[config.mk]
export PLATFORM = sky130hd
export DESIGN_NAME = motor_command_line_parser
export DESIGN_NICKNAME = d
export VERILOG_FILES = /design/src/mclp_pkg.sv /design/src/motor_command_line_parser.sv /design/src/mclp_front.sv /design/src/mclp_segq.sv /design/src/mclp_back.sv
export SDC_FILE = /design/constraint.sdc
export NUM_CORES = 1
export LEC_CHECK = 0
export BUFFER_PORTS_ARGS = -buffer_cell sky130_fd_sc_hd__buf_2
export CORE_MARGIN = 3
export CORE_UTILIZATION = 50
export CTS_CLUSTER_DIAMETER = 80
export DETAILED_ROUTE_END_ITERATION = 7
export PLACE_DENSITY = 0.66
export SLEW_MARGIN = 20
export SYNTH_ARGS = -nofsm -noshare
export SYNTH_HDL_FRONTEND = slang
export SYNTH_SLANG_ARGS = --single-unit
[constraint.sdc]
create_clock -name clk -period 6.9 [get_ports clk]
set_clock_uncertainty 0.1 [all_clocks]
set_input_delay 1.38 -clock clk [delete_from_list [all_inputs] [get_ports clk]]
set_output_delay 1.38 -clock clk [all_outputs]
set_load 0.005 [all_outputs]
[src/mclp_pkg.sv]
// ----------------------------------------------------------------------------
// mclp_pkg
// Shared constants, types and number reading for the motor command line parser.
// ----------------------------------------------------------------------------
package mclp_pkg;

	localparam int MOTOR_COUNT = 14;
	localparam int SEG_KEEP    = 5;
	localparam int LEN_W       = $clog2(SEG_KEEP + 1);

	localparam logic [7:0] CH_NL   = 8'h0A;
	localparam logic [7:0] CH_AMP  = 8'h26;
	localparam logic [7:0] CH_HASH = 8'h23;
	localparam logic [7:0] CH_ZERO = 8'h30;
	localparam logic [7:0] CH_NINE = 8'h39;
	localparam logic [7:0] CH_PLUS = 8'h2B;
	localparam logic [7:0] CH_MINUS = 8'h2D;

	// first characters of one finished segment
	typedef logic [SEG_KEEP-1:0][7:0] seg_t;

	// front status, watched by the top level
	typedef struct packed {
		logic [LEN_W-1:0] seg_len;
		logic             hash_pending;
	} front_stat_t;

	function automatic logic is_blank(input logic [7:0] c);
		return c inside {8'h20, 8'h09, 8'h0D, 8'h0B, 8'h0C};
	endfunction

	// atol-style read over the first n characters of a group of up to three
	function automatic logic signed [10:0] read_num(input logic [2:0][7:0] ch,
			input logic [1:0] n);
		logic       in_num;
		logic       done;
		logic       neg;
		logic [9:0] v;
		logic [7:0] c;
		logic       is_dig;
		in_num = 1'b0;
		done   = 1'b0;
		neg    = 1'b0;
		v      = '0;
		for (int i = 0; i < 3; i++) begin
			c      = ch[i];
			is_dig = (c >= CH_ZERO) && (c <= CH_NINE);
			if (2'(i) < n && !done) begin
				if (!in_num) begin
					if (is_blank(c)) begin
						in_num = 1'b0;
					end else if (c == CH_PLUS || c == CH_MINUS) begin
						neg    = (c == CH_MINUS);
						in_num = 1'b1;
					end else if (is_dig) begin
						v      = {6'd0, c[3:0]};
						in_num = 1'b1;
					end else begin
						done = 1'b1;
					end
				end else if (is_dig) begin
					v = 10'(v * 10'd10 + {6'd0, c[3:0]});
				end else begin
					done = 1'b1;
				end
			end
		end
		return neg ? -$signed({1'b0, v}) : $signed({1'b0, v});
	endfunction

endpackage

[src/motor_command_line_parser.sv]
// ----------------------------------------------------------------------------
// motor_command_line_parser
// Splits received bytes into segments and emits one motor update per valid one.
//
//   channel   handshake      payload
//   in        push / full    rx_byte
//   out       empty / pop    motor_index, drive_value
//
// One byte is taken every cycle while full is low.
// An update goes from the byte that ends its segment through the segment queue into the output register.
// full rises only when two finished segments wait behind a stalled output.
// Reset clears segment length, hash mark, queue and output valid; no sweep.
// ----------------------------------------------------------------------------
module motor_command_line_parser (
	input  logic               clk,
	input  logic               arst_n,
	input  logic               push,
	output logic               full,
	input  logic [7:0]         rx_byte,
	output logic               empty,
	input  logic               pop,
	output logic [3:0]         motor_index,
	output logic signed [10:0] drive_value
);

	logic                  accept;
	logic                  seg_push;
	mclp_pkg::seg_t        seg_wdata;
	mclp_pkg::seg_t        seg_rdata;
	logic                  seg_full;
	logic                  seg_empty;
	logic                  seg_pop;
	mclp_pkg::front_stat_t stat;

	assign full   = seg_full;
	assign accept = push && !seg_full;

	mclp_front u_front (
		.clk      (clk),
		.arst_n   (arst_n),
		.accept   (accept),
		.rx_byte  (rx_byte),
		.seg_push (seg_push),
		.seg_data (seg_wdata),
		.stat     (stat)
	);

	mclp_segq u_segq (
		.clk       (clk),
		.arst_n    (arst_n),
		.wr_en     (seg_push),
		.wr_data   (seg_wdata),
		.seg_full  (seg_full),
		.rd_en     (seg_pop),
		.rd_data   (seg_rdata),
		.seg_empty (seg_empty)
	);

	mclp_back u_back (
		.clk         (clk),
		.arst_n      (arst_n),
		.seg_empty   (seg_empty),
		.seg_data    (seg_rdata),
		.seg_pop     (seg_pop),
		.empty       (empty),
		.pop         (pop),
		.motor_index (motor_index),
		.drive_value (drive_value)
	);

	// a newline always closes the segment and drops a held hash
	a_nl_clears: assert property (@(posedge clk) disable iff (!arst_n)
		accept && rx_byte == mclp_pkg::CH_NL |=> stat.seg_len == '0 && !stat.hash_pending)
		else $error("newline did not close segment");

	a_len_bound: assert property (@(posedge clk) disable iff (!arst_n)
		stat.seg_len <= mclp_pkg::LEN_W'(mclp_pkg::SEG_KEEP))
		else $error("segment length past limit");

	a_index_range: assert property (@(posedge clk) disable iff (!arst_n)
		!empty |-> motor_index < 4'(mclp_pkg::MOTOR_COUNT))
		else $error("motor index out of range");

	a_no_push_full: assert property (@(posedge clk) disable iff (!arst_n)
		!(seg_push && seg_full))
		else $error("segment queue overrun");

endmodule

[src/mclp_front.sv]
// ----------------------------------------------------------------------------
// mclp_front
// Takes bytes, tracks the current segment and hands off finished segments.
// ----------------------------------------------------------------------------
module mclp_front (
	input  logic                 clk,
	input  logic                 arst_n,
	input  logic                 accept,
	input  logic [7:0]           rx_byte,
	output logic                 seg_push,
	output mclp_pkg::seg_t       seg_data,
	output mclp_pkg::front_stat_t stat
);

	mclp_pkg::seg_t                 chars_q;
	logic [mclp_pkg::LEN_W-1:0]     len_q;
	logic                           hash_q;

	mclp_pkg::seg_t                 chars_d;
	logic [mclp_pkg::LEN_W-1:0]     len1;
	logic [mclp_pkg::LEN_W-1:0]     len_d;
	logic                           hash_d;
	logic                           emit;

	localparam logic [mclp_pkg::LEN_W-1:0] KEEP = mclp_pkg::LEN_W'(mclp_pkg::SEG_KEEP);

	always_comb begin
		chars_d = chars_q;
		len1    = len_q;
		emit    = 1'b0;
		len_d   = len_q;
		hash_d  = 1'b0;
		// a held-back hash becomes an ordinary character unless a newline follows
		if (hash_q && len_q < KEEP && rx_byte != mclp_pkg::CH_NL) begin
			chars_d[len_q] = mclp_pkg::CH_HASH;
			len1           = len_q + 1'b1;
		end
		case (rx_byte)
			mclp_pkg::CH_NL: begin
				emit  = (len_q == KEEP);
				len_d = '0;
			end
			mclp_pkg::CH_AMP: begin
				emit  = (len1 == KEEP);
				len_d = '0;
			end
			mclp_pkg::CH_HASH: begin
				len_d  = len1;
				hash_d = 1'b1;
			end
			default: begin
				if (len1 < KEEP) begin
					chars_d[len1] = rx_byte;
					len_d         = len1 + 1'b1;
				end else begin
					len_d = len1;
				end
			end
		endcase
	end

	assign seg_push          = accept && emit;
	assign seg_data          = chars_d;
	assign stat.seg_len      = len_q;
	assign stat.hash_pending = hash_q;

	always_ff @(posedge clk) begin
		if (accept) begin
			chars_q <= chars_d;
		end
	end

	always_ff @(posedge clk or negedge arst_n) begin
		if (!arst_n) begin
			len_q  <= '0;
			hash_q <= 1'b0;
		end else if (accept) begin
			len_q  <= len_d;
			hash_q <= hash_d;
		end
	end

endmodule

[src/mclp_segq.sv]
// ----------------------------------------------------------------------------
// mclp_segq
// Two-entry queue of finished segments between the front and the back.
// ----------------------------------------------------------------------------
module mclp_segq (
	input  logic           clk,
	input  logic           arst_n,
	input  logic           wr_en,
	input  mclp_pkg::seg_t wr_data,
	output logic           seg_full,
	input  logic           rd_en,
	output mclp_pkg::seg_t rd_data,
	output logic           seg_empty
);

	mclp_pkg::seg_t entry_q [2];
	logic           wr_ptr_q;
	logic           rd_ptr_q;
	logic [1:0]     count_q;

	assign seg_full  = (count_q == 2'd2);
	assign seg_empty = (count_q == 2'd0);
	assign rd_data   = entry_q[rd_ptr_q];

	always_ff @(posedge clk) begin
		if (wr_en) begin
			entry_q[wr_ptr_q] <= wr_data;
		end
	end

	always_ff @(posedge clk or negedge arst_n) begin
		if (!arst_n) begin
			wr_ptr_q <= 1'b0;
			rd_ptr_q <= 1'b0;
			count_q  <= '0;
		end else begin
			if (wr_en) begin
				wr_ptr_q <= ~wr_ptr_q;
			end
			if (rd_en) begin
				rd_ptr_q <= ~rd_ptr_q;
			end
			case ({wr_en, rd_en})
				2'b10:   count_q <= count_q + 2'd1;
				2'b01:   count_q <= count_q - 2'd1;
				default: count_q <= count_q;
			endcase
		end
	end

endmodule

[src/mclp_back.sv]
// ----------------------------------------------------------------------------
// mclp_back
// Reads motor number and drive value from a segment and holds the update.
// ----------------------------------------------------------------------------
module mclp_back (
	input  logic                clk,
	input  logic                arst_n,
	input  logic                seg_empty,
	input  mclp_pkg::seg_t      seg_data,
	output logic                seg_pop,
	output logic                empty,
	input  logic                pop,
	output logic [3:0]          motor_index,
	output logic signed [10:0]  drive_value
);

	logic                valid_q;
	logic [3:0]          index_q;
	logic signed [10:0]  value_q;

	logic signed [10:0]  num_n;
	logic signed [10:0]  num_v;
	logic signed [10:0]  idx_m1;
	logic                idx_ok;
	logic                take;

	assign num_n  = mclp_pkg::read_num({8'h00, seg_data[1], seg_data[0]}, 2'd2);
	assign num_v  = mclp_pkg::read_num({seg_data[4], seg_data[3], seg_data[2]}, 2'd3);
	assign idx_m1 = num_n - 11'sd1;
	assign idx_ok = (idx_m1 >= 11'sd0) &&
		(idx_m1 < $signed(11'(mclp_pkg::MOTOR_COUNT)));

	// output slot frees when empty or when its update is taken this cycle
	assign take    = !seg_empty && (!valid_q || pop);
	assign seg_pop = take;

	assign empty       = !valid_q;
	assign motor_index = index_q;
	assign drive_value = value_q;

	always_ff @(posedge clk) begin
		if (take) begin
			index_q <= idx_m1[3:0];
			value_q <= num_v;
		end
	end

	always_ff @(posedge clk or negedge arst_n) begin
		if (!arst_n) begin
			valid_q <= 1'b0;
		end else if (take) begin
			valid_q <= idx_ok;
		end else if (pop) begin
			valid_q <= 1'b0;
		end
	end

endmodule

== Word-level counts from Yosys, hierarchy flattened ==
Memory sizes are Yosys's and may differ from the RTL's.
Cells that the tools add are included.

* Order comparisons: 18
* Bitwise operators: 5
* Add/sub/neg operators: 10
* Muxes and demuxes: 82
* Multipliers: 3
* Eq/ne operators: 44
* Reductions and logical operators: 32

{| class="wikitable"
|+ Operators with widths
! operator !! count
|-
| $mux 10 || 23
|-
| $eq 8x4->1 const B || 21
|-
| $eq 8x6->1 const B || 17
|-
| $mux 40 || 3
|-
| $demux 8 s3 || 2
|-
| $mux 1 || 43
|-
| $bwmux 40 || 1
|-
| $ge 8x6->1 const B || 5
|-
| $le 8x6->1 const B || 5
|-
| $add 10x4->10 || 3
|-
| $mul 10x3->9 const B || 3
|-
| $and 25x25->25 || 1
|-
| $not 25->25 || 1
|-
| $reduce_bool 5->1 || 5
|-
| $neg 10->11 || 2
|-
| $mux 8 || 2
|-
| $or 15x15->15 || 1
|-
| $logic_and 1x1->1 || 13
|-
| $ge 11x1->1 const B || 1
|-
| $lt 11x5->1 const B || 1
|-
| $mux 11 || 1
|-
| $sub 11x2->11 const B || 1
|-
| $lt 3x4->1 const B || 2
|-
| $mux 4 || 2
|-
| other kinds (20) || 35
|}

* Output and inout port bits: 17
* Register bits after elaboration: 64
* Word-level logic and storage cells: 209
* Memory bits (writable): 80
* Bits of input ports: 12
* Memories kept: 1

{| class="wikitable"
|+ Memories
! name !! words !! bits a word !! rd ports !! clocked after Yosys merged registers in !! wr ports !! line !! RTL
|-
| u_segq.entry_q || 2 || 40 || 1 || 0 || 1 || mclp_segq.sv:16 || <nowiki>mclp_pkg::seg_t entry_q [2];</nowiki>
|}

== Depth between registers and ports, before layout ==
Gate-level depths: netlist of the first run.
An unclocked memory read counts as a cell.

* Depth in word-level cells: 18
* Gate-level depth with buffers: 26
* Gate-level depth less buffers: 23

== Cells and area by module ==
Synthesis of the first run repeated with hierarchy kept, for this count alone.

* Cells, all modules: 744
* Area, all modules: 8959.8 um^2

{| class="wikitable"
|+ By module, submodules not included
! module !! sequential area each (um^2) !! area an instance (um^2) !! cells each !! instances
|-
| mclp_segq || 2502.4 || 3274.4 || 141 || 1
|-
| mclp_back || 475.5 || 3086.7 || 376 || 1
|-
| mclp_front || 1301.2 || 2585.0 || 226 || 1
|-
| motor_command_line_parser || 0.0 || 13.8 || 1 || 1
|}

== Least setup slack after synthesis of the first run ==
No wires, ideal clock.

* Kind: input to register
* Start point: input port rx_byte[4]
* End point: memory u_segq.entry_q[0][0] (netlist bit) (enable)
* Data arrival time: 5.505 ns
* Stages: 11
* Setup slack: 0.858 ns
* Path buffers: 1
* Required time: 6.363 ns
* Cell sequence: or4b_1 > o41ai_2 > nor2_1 > a21oi_1 > ha_1 > nand3_1 > nor2_1 > a31oi_1 > or3_1 > clkbuf_1 > nor2_1

* Word-level cells in the longest chain between the ends: 8
* Elaborated cells between the ends (all ways): 10

{| class="wikitable"
|+ Ends and longest elaborated chain
! element !! line !! RTL
|-
| start: declaration || motor_command_line_parser.sv:19 || <nowiki>input logic [7:0] rx_byte,</nowiki>
|-
| $ne 8x4->1 || mclp_front.sv:34 || <nowiki>if (hash_q && len_q < KEEP && rx_byte != mclp_pkg::CH_NL) begin</nowiki>
|-
| $logic_and 1x1->1 || mclp_front.sv:34 ||
|-
| $mux 3 || mclp_front.sv:34 ||
|-
| $eq 3x3->1 || mclp_front.sv:44 || <nowiki>emit = (len1 == KEEP);</nowiki>
|-
| $pmux 1 s2 * || mclp_front.sv:38 || <nowiki>case (rx_byte)</nowiki>
|-
| $logic_and 1x1->1 * || mclp_front.sv:62 || <nowiki>assign seg_push = accept && emit;</nowiki>
|-
| $mux 1 * || mclp_segq.sv:26 || <nowiki>if (wr_en) begin</nowiki>
|-
| $mux 1 (implied by the code) * || mclp_segq.sv:27 || <nowiki>entry_q[wr_ptr_q] <= wr_data;</nowiki>
|-
| end: declaration || mclp_segq.sv:16 ||
|}

Mark *: on every way between the ends. The rest lies on a longest branch, timed or not.

== Worst setup path after layout of the first run ==
* Start point: register u_segq.rd_ptr_q
* End point: register u_back.value_q[9], in the netlist u_back.drive_value[9] (data pin)

* Word-level cells in the longest chain between the ends: 18
* Elaborated cells between the ends (all ways): 84

{| class="wikitable"
|+ Ends and longest elaborated chain
! element !! line !! RTL
|-
| start: declaration || mclp_segq.sv:18 || <nowiki>logic rd_ptr_q;</nowiki>
|-
| start signal: assignment || mclp_segq.sv:41 || <nowiki>rd_ptr_q <= ~rd_ptr_q;</nowiki>
|-
| $mem_v2 2x40 * || n/a ||
|-
| $ge 8x6->1 / $le 8x6->1 (equally long branches) || mclp_pkg.sv:47 || <nowiki>is_dig = (c >= CH_ZERO) && (c <= CH_NINE);</nowiki>
|-
| $logic_and 1x1->1 || mclp_pkg.sv:47 ||
|-
| $mux 4 || mclp_pkg.sv:55 || <nowiki>end else if (is_dig) begin</nowiki>
|-
| $mux 10 || mclp_pkg.sv:52 || <nowiki>end else if (c == CH_PLUS || c == CH_MINUS) begin</nowiki>
|-
| $mux 10 || mclp_pkg.sv:50 || <nowiki>if (is_blank(c)) begin</nowiki>
|-
| $mul 10x3->9 / $mux 10 (equally long branches) || mclp_pkg.sv:62, mclp_pkg.sv:55 ||
|-
| $add 10x4->10 / $mux 10 (equally long branches) || mclp_pkg.sv:62, mclp_pkg.sv:52 ||
|-
| [3 not listed] || n/a ||
|-
| $mul 10x3->9 / $mux 10 (equally long branches) || mclp_pkg.sv:62, mclp_pkg.sv:55 ||
|-
| $add 10x4->10 / $mux 10 (equally long branches) || mclp_pkg.sv:62, mclp_pkg.sv:52 ||
|-
| $mux 10 (on tied branches) || mclp_pkg.sv:61, mclp_pkg.sv:50 ||
|-
| $mux 10 || mclp_pkg.sv:49 || <nowiki>if (!in_num) begin</nowiki>
|-
| $mux 10 || mclp_pkg.sv:48 || <nowiki>if (2'(i) < n && !done) begin</nowiki>
|-
| $neg 10->11 || mclp_pkg.sv:68 || <nowiki>return neg ? -$signed({1'b0, v}) : $signed({1'b0, v});</nowiki>
|-
| $mux 10 * || mclp_pkg.sv:68 ||
|-
| via u_back.num_v[9] || mclp_back.sv:22 || <nowiki>logic signed [10:0] num_v;</nowiki>
|-
| end signal: assignment || mclp_back.sv:44 || <nowiki>value_q <= num_v;</nowiki>
|-
| end: declaration || mclp_back.sv:19 || <nowiki>logic signed [10:0] value_q;</nowiki>
|}

The timed path passes the listed nets; every way through them passes the cells marked *.
A chain may end at the register's enable or synchronous reset.

==> results.toml, run 1 <==
[outcome]
status = "complete, no violations"

[synthesis]
synth_fp_nets = 844
synth_flop_cell = "edfxtp_1"
synth_area_leaders = "edfxtp_1 47%, ha_1 5.4%, nand2_1 4.5%, o21ai_0 3.1%, nor2_1 2.7%"
synth_top_family_by_area = "simple AND/OR/NAND/NOR gates"
yosys_warnings = 0
synth_compound_area_share_pct = 13.90
synth_mux_area_share_pct = 4.910
ys_types = 84
seq_area_frac_synth_pct = 49.68
synthXorXnorAreaFrac_pct = 4.924
yosys.area_share.adder_pct = 6.769
async_flop_share_pct = 6.250
yosys.area.top_type = "edfxtp_1"
synth-seq-cells = 144
synth_top_area_share_pct = 47.07
synth.avg_cell_area_um2 = 10.92
synthCells = 789
syn-cell-area_um2 = 8613
yosys.area_share.simple_pct = 16.66
synth_edf_count = 135

[floorplanning]
num_rows = 47
die_h_um = 137.3
ios = 29
die-width_um = 137.3
initial_core_util_pct = 51.57
coreArea_um2 = 16700
die_area_um2 = 18840

[grt]
grt_start_max_net_pins = 60
grtUsageMet1_pct = 27.21
track_usage_pct = 19.86
grtUsageMet3_pct = 3.506
grt_antenna_before_repair = 0
gr-usage-met2_pct = 32.26
grt_pass1_vias = 5849
grt_pass1_wl_mm = 29.16
busiest_layer = "met2"
grt_remaining_overflow = 0

[power]
power.internal_mw = 2.110
power_switching_mw = 1.056
vdd_drop_max_uv = 226.3
pwr-share-clk_pct = 28.7
cellLeakagePower_nw = 3.561
combinationalPowerShare_pct = 28.5
power_frac_seq_pct = 42.8
power_density_nw_per_um2 = 331.3
sw_frac_of_total_pct = 33.35

[hold_path]
hp-class = "register to register"
hold_end = "u_front.hash_q"
worstHoldStart = "u_front.hash_q"
hold_depth = 2

[timing]
worst_slew_pin_slew_ns = 0.9413
setup_viol = 0
slew_headroom_pct = 36.83
clock.fmax_mhz = 163.6
slew_viol_final = 0
hold_viol = 0
rsz0062_at_grt = "false"
tns_ns = 0
fin_crit_ns = 6.112
period_share_pct = 88.58

[placement]
dpl.hpwl_mm = 13.13
gp_congestion = 0.8768
portBuffers = 28

[clock_network]
cts_buffers = 17
hold_buffers = 0
insertion_delay_ns = 0.42
postCtsSetupBuffers = 0
cts_tree = "done"
clock_sinks = 144
cts_buffer_depth = 2
cts-htree-levels = 4
cts_root_buffer = "clkbuf_16"
path_clk_slew_ns = 0.06
cts_resized = 0

[worst_setup_path]
reg2reg_setup_slack_ns = 0.79
r2r_end = "u_back.drive_value[9]"
start_kind = "register"
cp.required_ns = 6.98
reg2reg_depth = 20
worstPathArrival_ns = 6.19
r2r-start = "u_segq.rd_ptr_q"
crit_type = "register to register"
endpoint_kind = "register"
path_max_fanout = 20

[route]
routed_wl_mm = 18.06
dr.pass1.iters = 5
drc = 0
drtIter0Drc = 462
via_per_inst = 5.775
vias = 6081
ant_nets = 0
wl_per_cell_um = 17.15

[final_layout]
multi_input_area_um2 = 4078
seqCellArea_um2 = 4280
diodes = 0
layout.nets = 875
finalCoreUtilization_pct = 57.21
layout-drive-gt1-share_pct = 14.77
n_fill_cell = 1378
area_growth_pct = 10.92

[job]
max-cap-violations = 0
-- power by group through the flow --
stage | Clock [mW] | Combinational [mW] | Sequential (mW)
2_1_floorplan | 0 | 0.713 | 1.32
6_report | 0.908 | 0.903 | 1.35
3_5_place_dp | 0 | 0.896 | 1.37
4_1_cts | 0.921 | 0.904 | 1.35
3_3_place_gp | 0 | 0.853 | 1.36
5_1_grt | 0.965 | 1.01 | 1.37
-- synth_stat cells (4+ instances only) --
cell,n
fa_1,6
nand3_1,15
xnor2_1,26
o21ai_0,53
inv_1,36
xor2_1,18
nor3b_1,4
mux2i_1,23
or2_2,6
and3_1,4
inv_2,4
buf_2,7
edfxtp_1,135
nor3_1,20
and2_1,4
a21o_1,11
nor2b_1,7
ha_1,37
mux2_2,10
o22ai_1,6
a21oi_2,6
o21ai_1,7
a21oi_1,35
nor2_1,63
clkbuf_1,10
or3_1,6
nor4b_1,5
nand2b_1,11
nor4_1,5
a31oi_1,10
buf_6,4
nand2_1,104
dfrtp_1,9
a211oi_1,5
-- worst max path at each step --
stage                    start                    end  cells past startpoint
2_1_floorplan       rx_byte[4]   u_segq.entry_q[0][0]                     11
3_3_place_gp   u_segq.rd_ptr_q  u_back.drive_value[9]                     20
3_5_place_dp   u_segq.rd_ptr_q  u_back.drive_value[9]                     20
4_1_cts        u_segq.rd_ptr_q  u_back.drive_value[9]                     20
5_1_grt        u_segq.rd_ptr_q  u_back.drive_value[9]                     20
6_report       u_segq.rd_ptr_q  u_back.drive_value[9]                     20
-- stage by stage --
| step | total power, mW | setup WS (ns) | hold slack (ns) | cells | cell area, um^2 |
|---|---|---|---|---|---|
| floorplan | 2.036 | 0.8576 | 0.3681 | 789 | 8613 |
| global placement | 2.216 | 1.135 | 0.3887 | 1021 | 8969 |
| detailed placement | 2.266 | 0.8469 | 0.4264 | 1021 | 8969 |
| CTS | 3.180 | 0.8138 | 0.4405 | 1053 | 9554 |
| global route | 3.351 | 0.3774 | 0.4678 | 1053 | 9554 |
| finish | 3.166 | 0.7883 | 0.4299 | 1053 | 9554 |
-- cells by family (layout without fill, tap and decap cells) --
| logic type | after synthesis | count (layout) |
|---|---|---|
| flops | 144 | 144 |
| fa+ha+maj | 43 | 43 |
| simple gates | 280 | 280 |
| xor+xnor | 46 | 46 |
| mux | 38 | 38 |
| compound gates | 176 | 176 |
| buf+inv | 62 | 106 |
-- flip-flops by register name (all words and copies together), names as in the netlist --
name,cells
u_back.motor_index,4
u_segq.entry_q,80
u_front.len_q,3
u_segq.rd_ptr_q,1
u_segq.wr_ptr_q,1
u_front.hash_q,1
u_segq.count_q,2
u_front.chars_q,40
u_back.drive_value,11
u_back.valid_q,1
-- worst max-delay path: stages (launching register included) --
cell	delay [ns]
dfrtp_2	0.61
nor3b_1	0.37
o22ai_1	0.25
nor3_1	0.55
ha_1	0.35
ha_1	0.22
inv_1	0.07
fa_1	0.44
nor3b_1	0.36
xor2_1	0.21
xnor2_1	0.15
and2_1	0.21
ha_1	0.25
ha_1	0.34
xnor2_1	0.35
xor2_1	0.24
a21oi_1	0.11
mux2i_1	0.25
and2_1	0.20
a21oi_2	0.07
xnor2_1	0.14
-- cell usage in the layout, fill, tap and decap left out, drive strengths merged, types with 7 or more instances in the layout --
cell	n
a211oi	8
a21o	11
a21oi	41
a31oi	12
buf	34
clkbuf	17
clkinv	8
dfrtp	9
edfxtp	135
ha	37
inv	44
mux2	12
mux2i	26
nand2	104
nand2b	11
nand3	15
nor2	63
nor2b	7
nor3	24
nor4b	8
o21ai	61
or2	7
xnor2	26
xor2	19
-- routing by layer --
layer	part of all wire, %	vias to the layer above
met4	1.6	0
li1	-	2978
met1	46	2918
met2	47	159
met3	5.0	26
met5	0	-
-- cell type report --
cell class,count,share of cell area [%]
sequential,144,44.80
multi-input combinational,583,42.68
clock buffer,17,4.453
tap,220,2.881
timing repair buffer,34,1.938
clock inverter,15,1.676
inverter,40,1.572
(Power assumes the default switching activity.)
==> run 2, diff against run 1 <==
--- a/config.mk
+++ b/config.mk
@@ -11,7 +11,9 @@
 export CTS_CLUSTER_DIAMETER = 80
 export DETAILED_ROUTE_END_ITERATION = 7
 export PLACE_DENSITY = 0.66
+export SKIP_CTS_REPAIR_TIMING = 1
 export SLEW_MARGIN = 20
 export SYNTH_ARGS = -nofsm -noshare
 export SYNTH_HDL_FRONTEND = slang
+export SYNTH_HIERARCHICAL = 1
 export SYNTH_SLANG_ARGS = --single-unit
==> results.toml, run 2 <==
[outcome]
status = "complete, no violations"

[grt]
grt_pass1_vias = 5784
gr-usage-met2_pct = 31.05
grt_pass1_wl_mm = 29.71
grt_start_max_net_pins = 48
grtUsageMet3_pct = 3.608
grt_antenna_before_repair = 0
grt_remaining_overflow = 0
track_usage_pct = 18.80
grtUsageMet1_pct = 25.79
busiest_layer = "met2"

[job]
max-cap-violations = 0

[floorplanning]
die_h_um = 139.8
coreArea_um2 = 17420
die_area_um2 = 19550
initial_core_util_pct = 51.40
die-width_um = 139.8
ios = 29
num_rows = 48

[timing]
clock.fmax_mhz = 163.5
fin_ws_ns = 0.7846
rsz0062_at_grt = "false"
slew_viol_final = 0
fin_crit_ns = 6.115
period_share_pct = 88.63
setup_viol = 0
tns_ns = 0
slew_headroom_pct = 36.64
hold_viol = 0
worst_slew_pin_slew_ns = 0.9503

[placement]
pre_cts_ws_ns = 0.9298
gp_congestion = 0.8926
dpl.hpwl_mm = 13.13
dp.cells = 977
portBuffers = 28

[synthesis]
yosys_warnings = 6
synth_fp_nets = 794
synth.avg_cell_area_um2 = 12.05
synthCells = 743
syn-cell-area_um2 = 8952

[clock_network]
path_clk_slew_ns = 0.07
cts_tree = "done"
cts_buffers = 17
clock_sinks = 144
cts-htree-levels = 4
insertion_delay_ns = 0.42
cts_buffer_depth = 2
cts_root_buffer = "clkbuf_16"

[worst_setup_path]
reg2reg_depth = 20
r2r_end = "u_back/drive_value[9]"
cp.required_ns = 6.96
path_max_fanout = 9
reg2reg_setup_slack_ns = 0.78
endpoint_kind = "register"
worstPathArrival_ns = 6.18
start_kind = "register"
crit_type = "register to register"
r2r-start = "u_segq/rd_ptr_q"

[route]
via_per_inst = 5.841
drc = 0
dr.pass1.iters = 7
drtIter0Drc = 452
vias = 5894
ant_nets = 0
routed_wl_mm = 18.15
wl_per_cell_um = 17.98

[final_layout]
diodes = 0
mostFrequentLayoutCells = "135 x edfxtp_1, 59 x nand2_1, 42 x mux2i_1, 42 x mux2_4, 36 x nor2_1"
layout.nets = 822
layout_commonest_cell = "edfxtp_1"
fin_cells = 1009
n_fill_cell = 1436
regMostFlops = "u_segq/entry_q"
finalCoreUtilization_pct = 56.37
area_growth_pct = 9.672
largest_reg_flops = 80
layout-drive-gt1-share_pct = 18.24

[hold_path]
hold_depth = 1
worstHoldStart = "u_segq/count_q[1]"
hp-class = "register to register"
hold_end = "u_segq/count_q[1]"

[power]
vdd_drop_max_uv = 214.6
cellLeakagePower_nw = 4.000
power_density_nw_per_um2 = 315.1
total_power_mw = 3.094
-- run 2: worst max-delay path, stage by stage (launching register included) --
cell and delay, ns:
dfrtp_2 0.52, mux2_4 0.34, nor4bb_1 0.45, nor2b_1 0.21, and2_1 0.25, ha_1 0.27
ha_1 0.21, inv_1 0.07, fa_1 0.44, nor3b_1 0.31, xnor2_1 0.18, and2_1 0.19
ha_1 0.29, ha_1 0.34, xnor2_1 0.33, nand2_1 0.11, xor2_1 0.19, o31ai_1 0.12
nor4_1 0.51, a41oi_1 0.22, xnor2_1 0.18
-- run 2: stage by stage --
step / cell area (um^2) / hold WS [ns]
3_3_place_gp: 9238 / 0.3725
6_report: 9818 / 0.3799
5_1_grt: 9818 / 0.4438
2_1_floorplan: 8952 / 0.3555
3_5_place_dp: 9258 / 0.3745
4_1_cts: 9818 / 0.3855
-- run 2: where the power goes --
| part | internal, mW | total [mW] | switching, mW |
|---|---|---|---|
| logic | 0.420 | 0.962 | 0.541 |
| clock network | 0.501 | 0.870 | 0.369 |
| registers | 1.18 | 1.26 | 0.0826 |
-- run 2: final cells by class --
cell class                      count  area (um^2)  share of cell area, %
Multi-Input combinational cell    540         4374                  44.55
Clock buffer                       18        429.2                  4.371
Clock inverter                     14        131.4                  1.338
Sequential cell                   144         4280                  43.60
Timing Repair Buffer               33        190.2                  1.937
Inverter                           35        131.4                  1.338
Tap cell                          225        281.5                  2.867
-- run 2: worst max-delay path by stage --
stage / start / to
final: u_segq/rd_ptr_q / u_back/drive_value[9]
after detailed placement: u_segq/rd_ptr_q / u_back/drive_value[9]
after global routing: u_segq/rd_ptr_q / u_back/drive_value[9]
after global placement: u_segq/rd_ptr_q / u_back/drive_value[9]
after CTS: u_segq/rd_ptr_q / u_back/drive_value[9]
after floorplan: u_segq/rd_ptr_q / u_back/drive_value[9]
-- run 2: metal layers --
layer | share of wire (%) | up-vias
met4 | 1.2 | 0
met3 | 4.1 | 25
met1 | 47 | 2878
li1 | - | 2848
met2 | 48 | 143
met5 | 0 | -
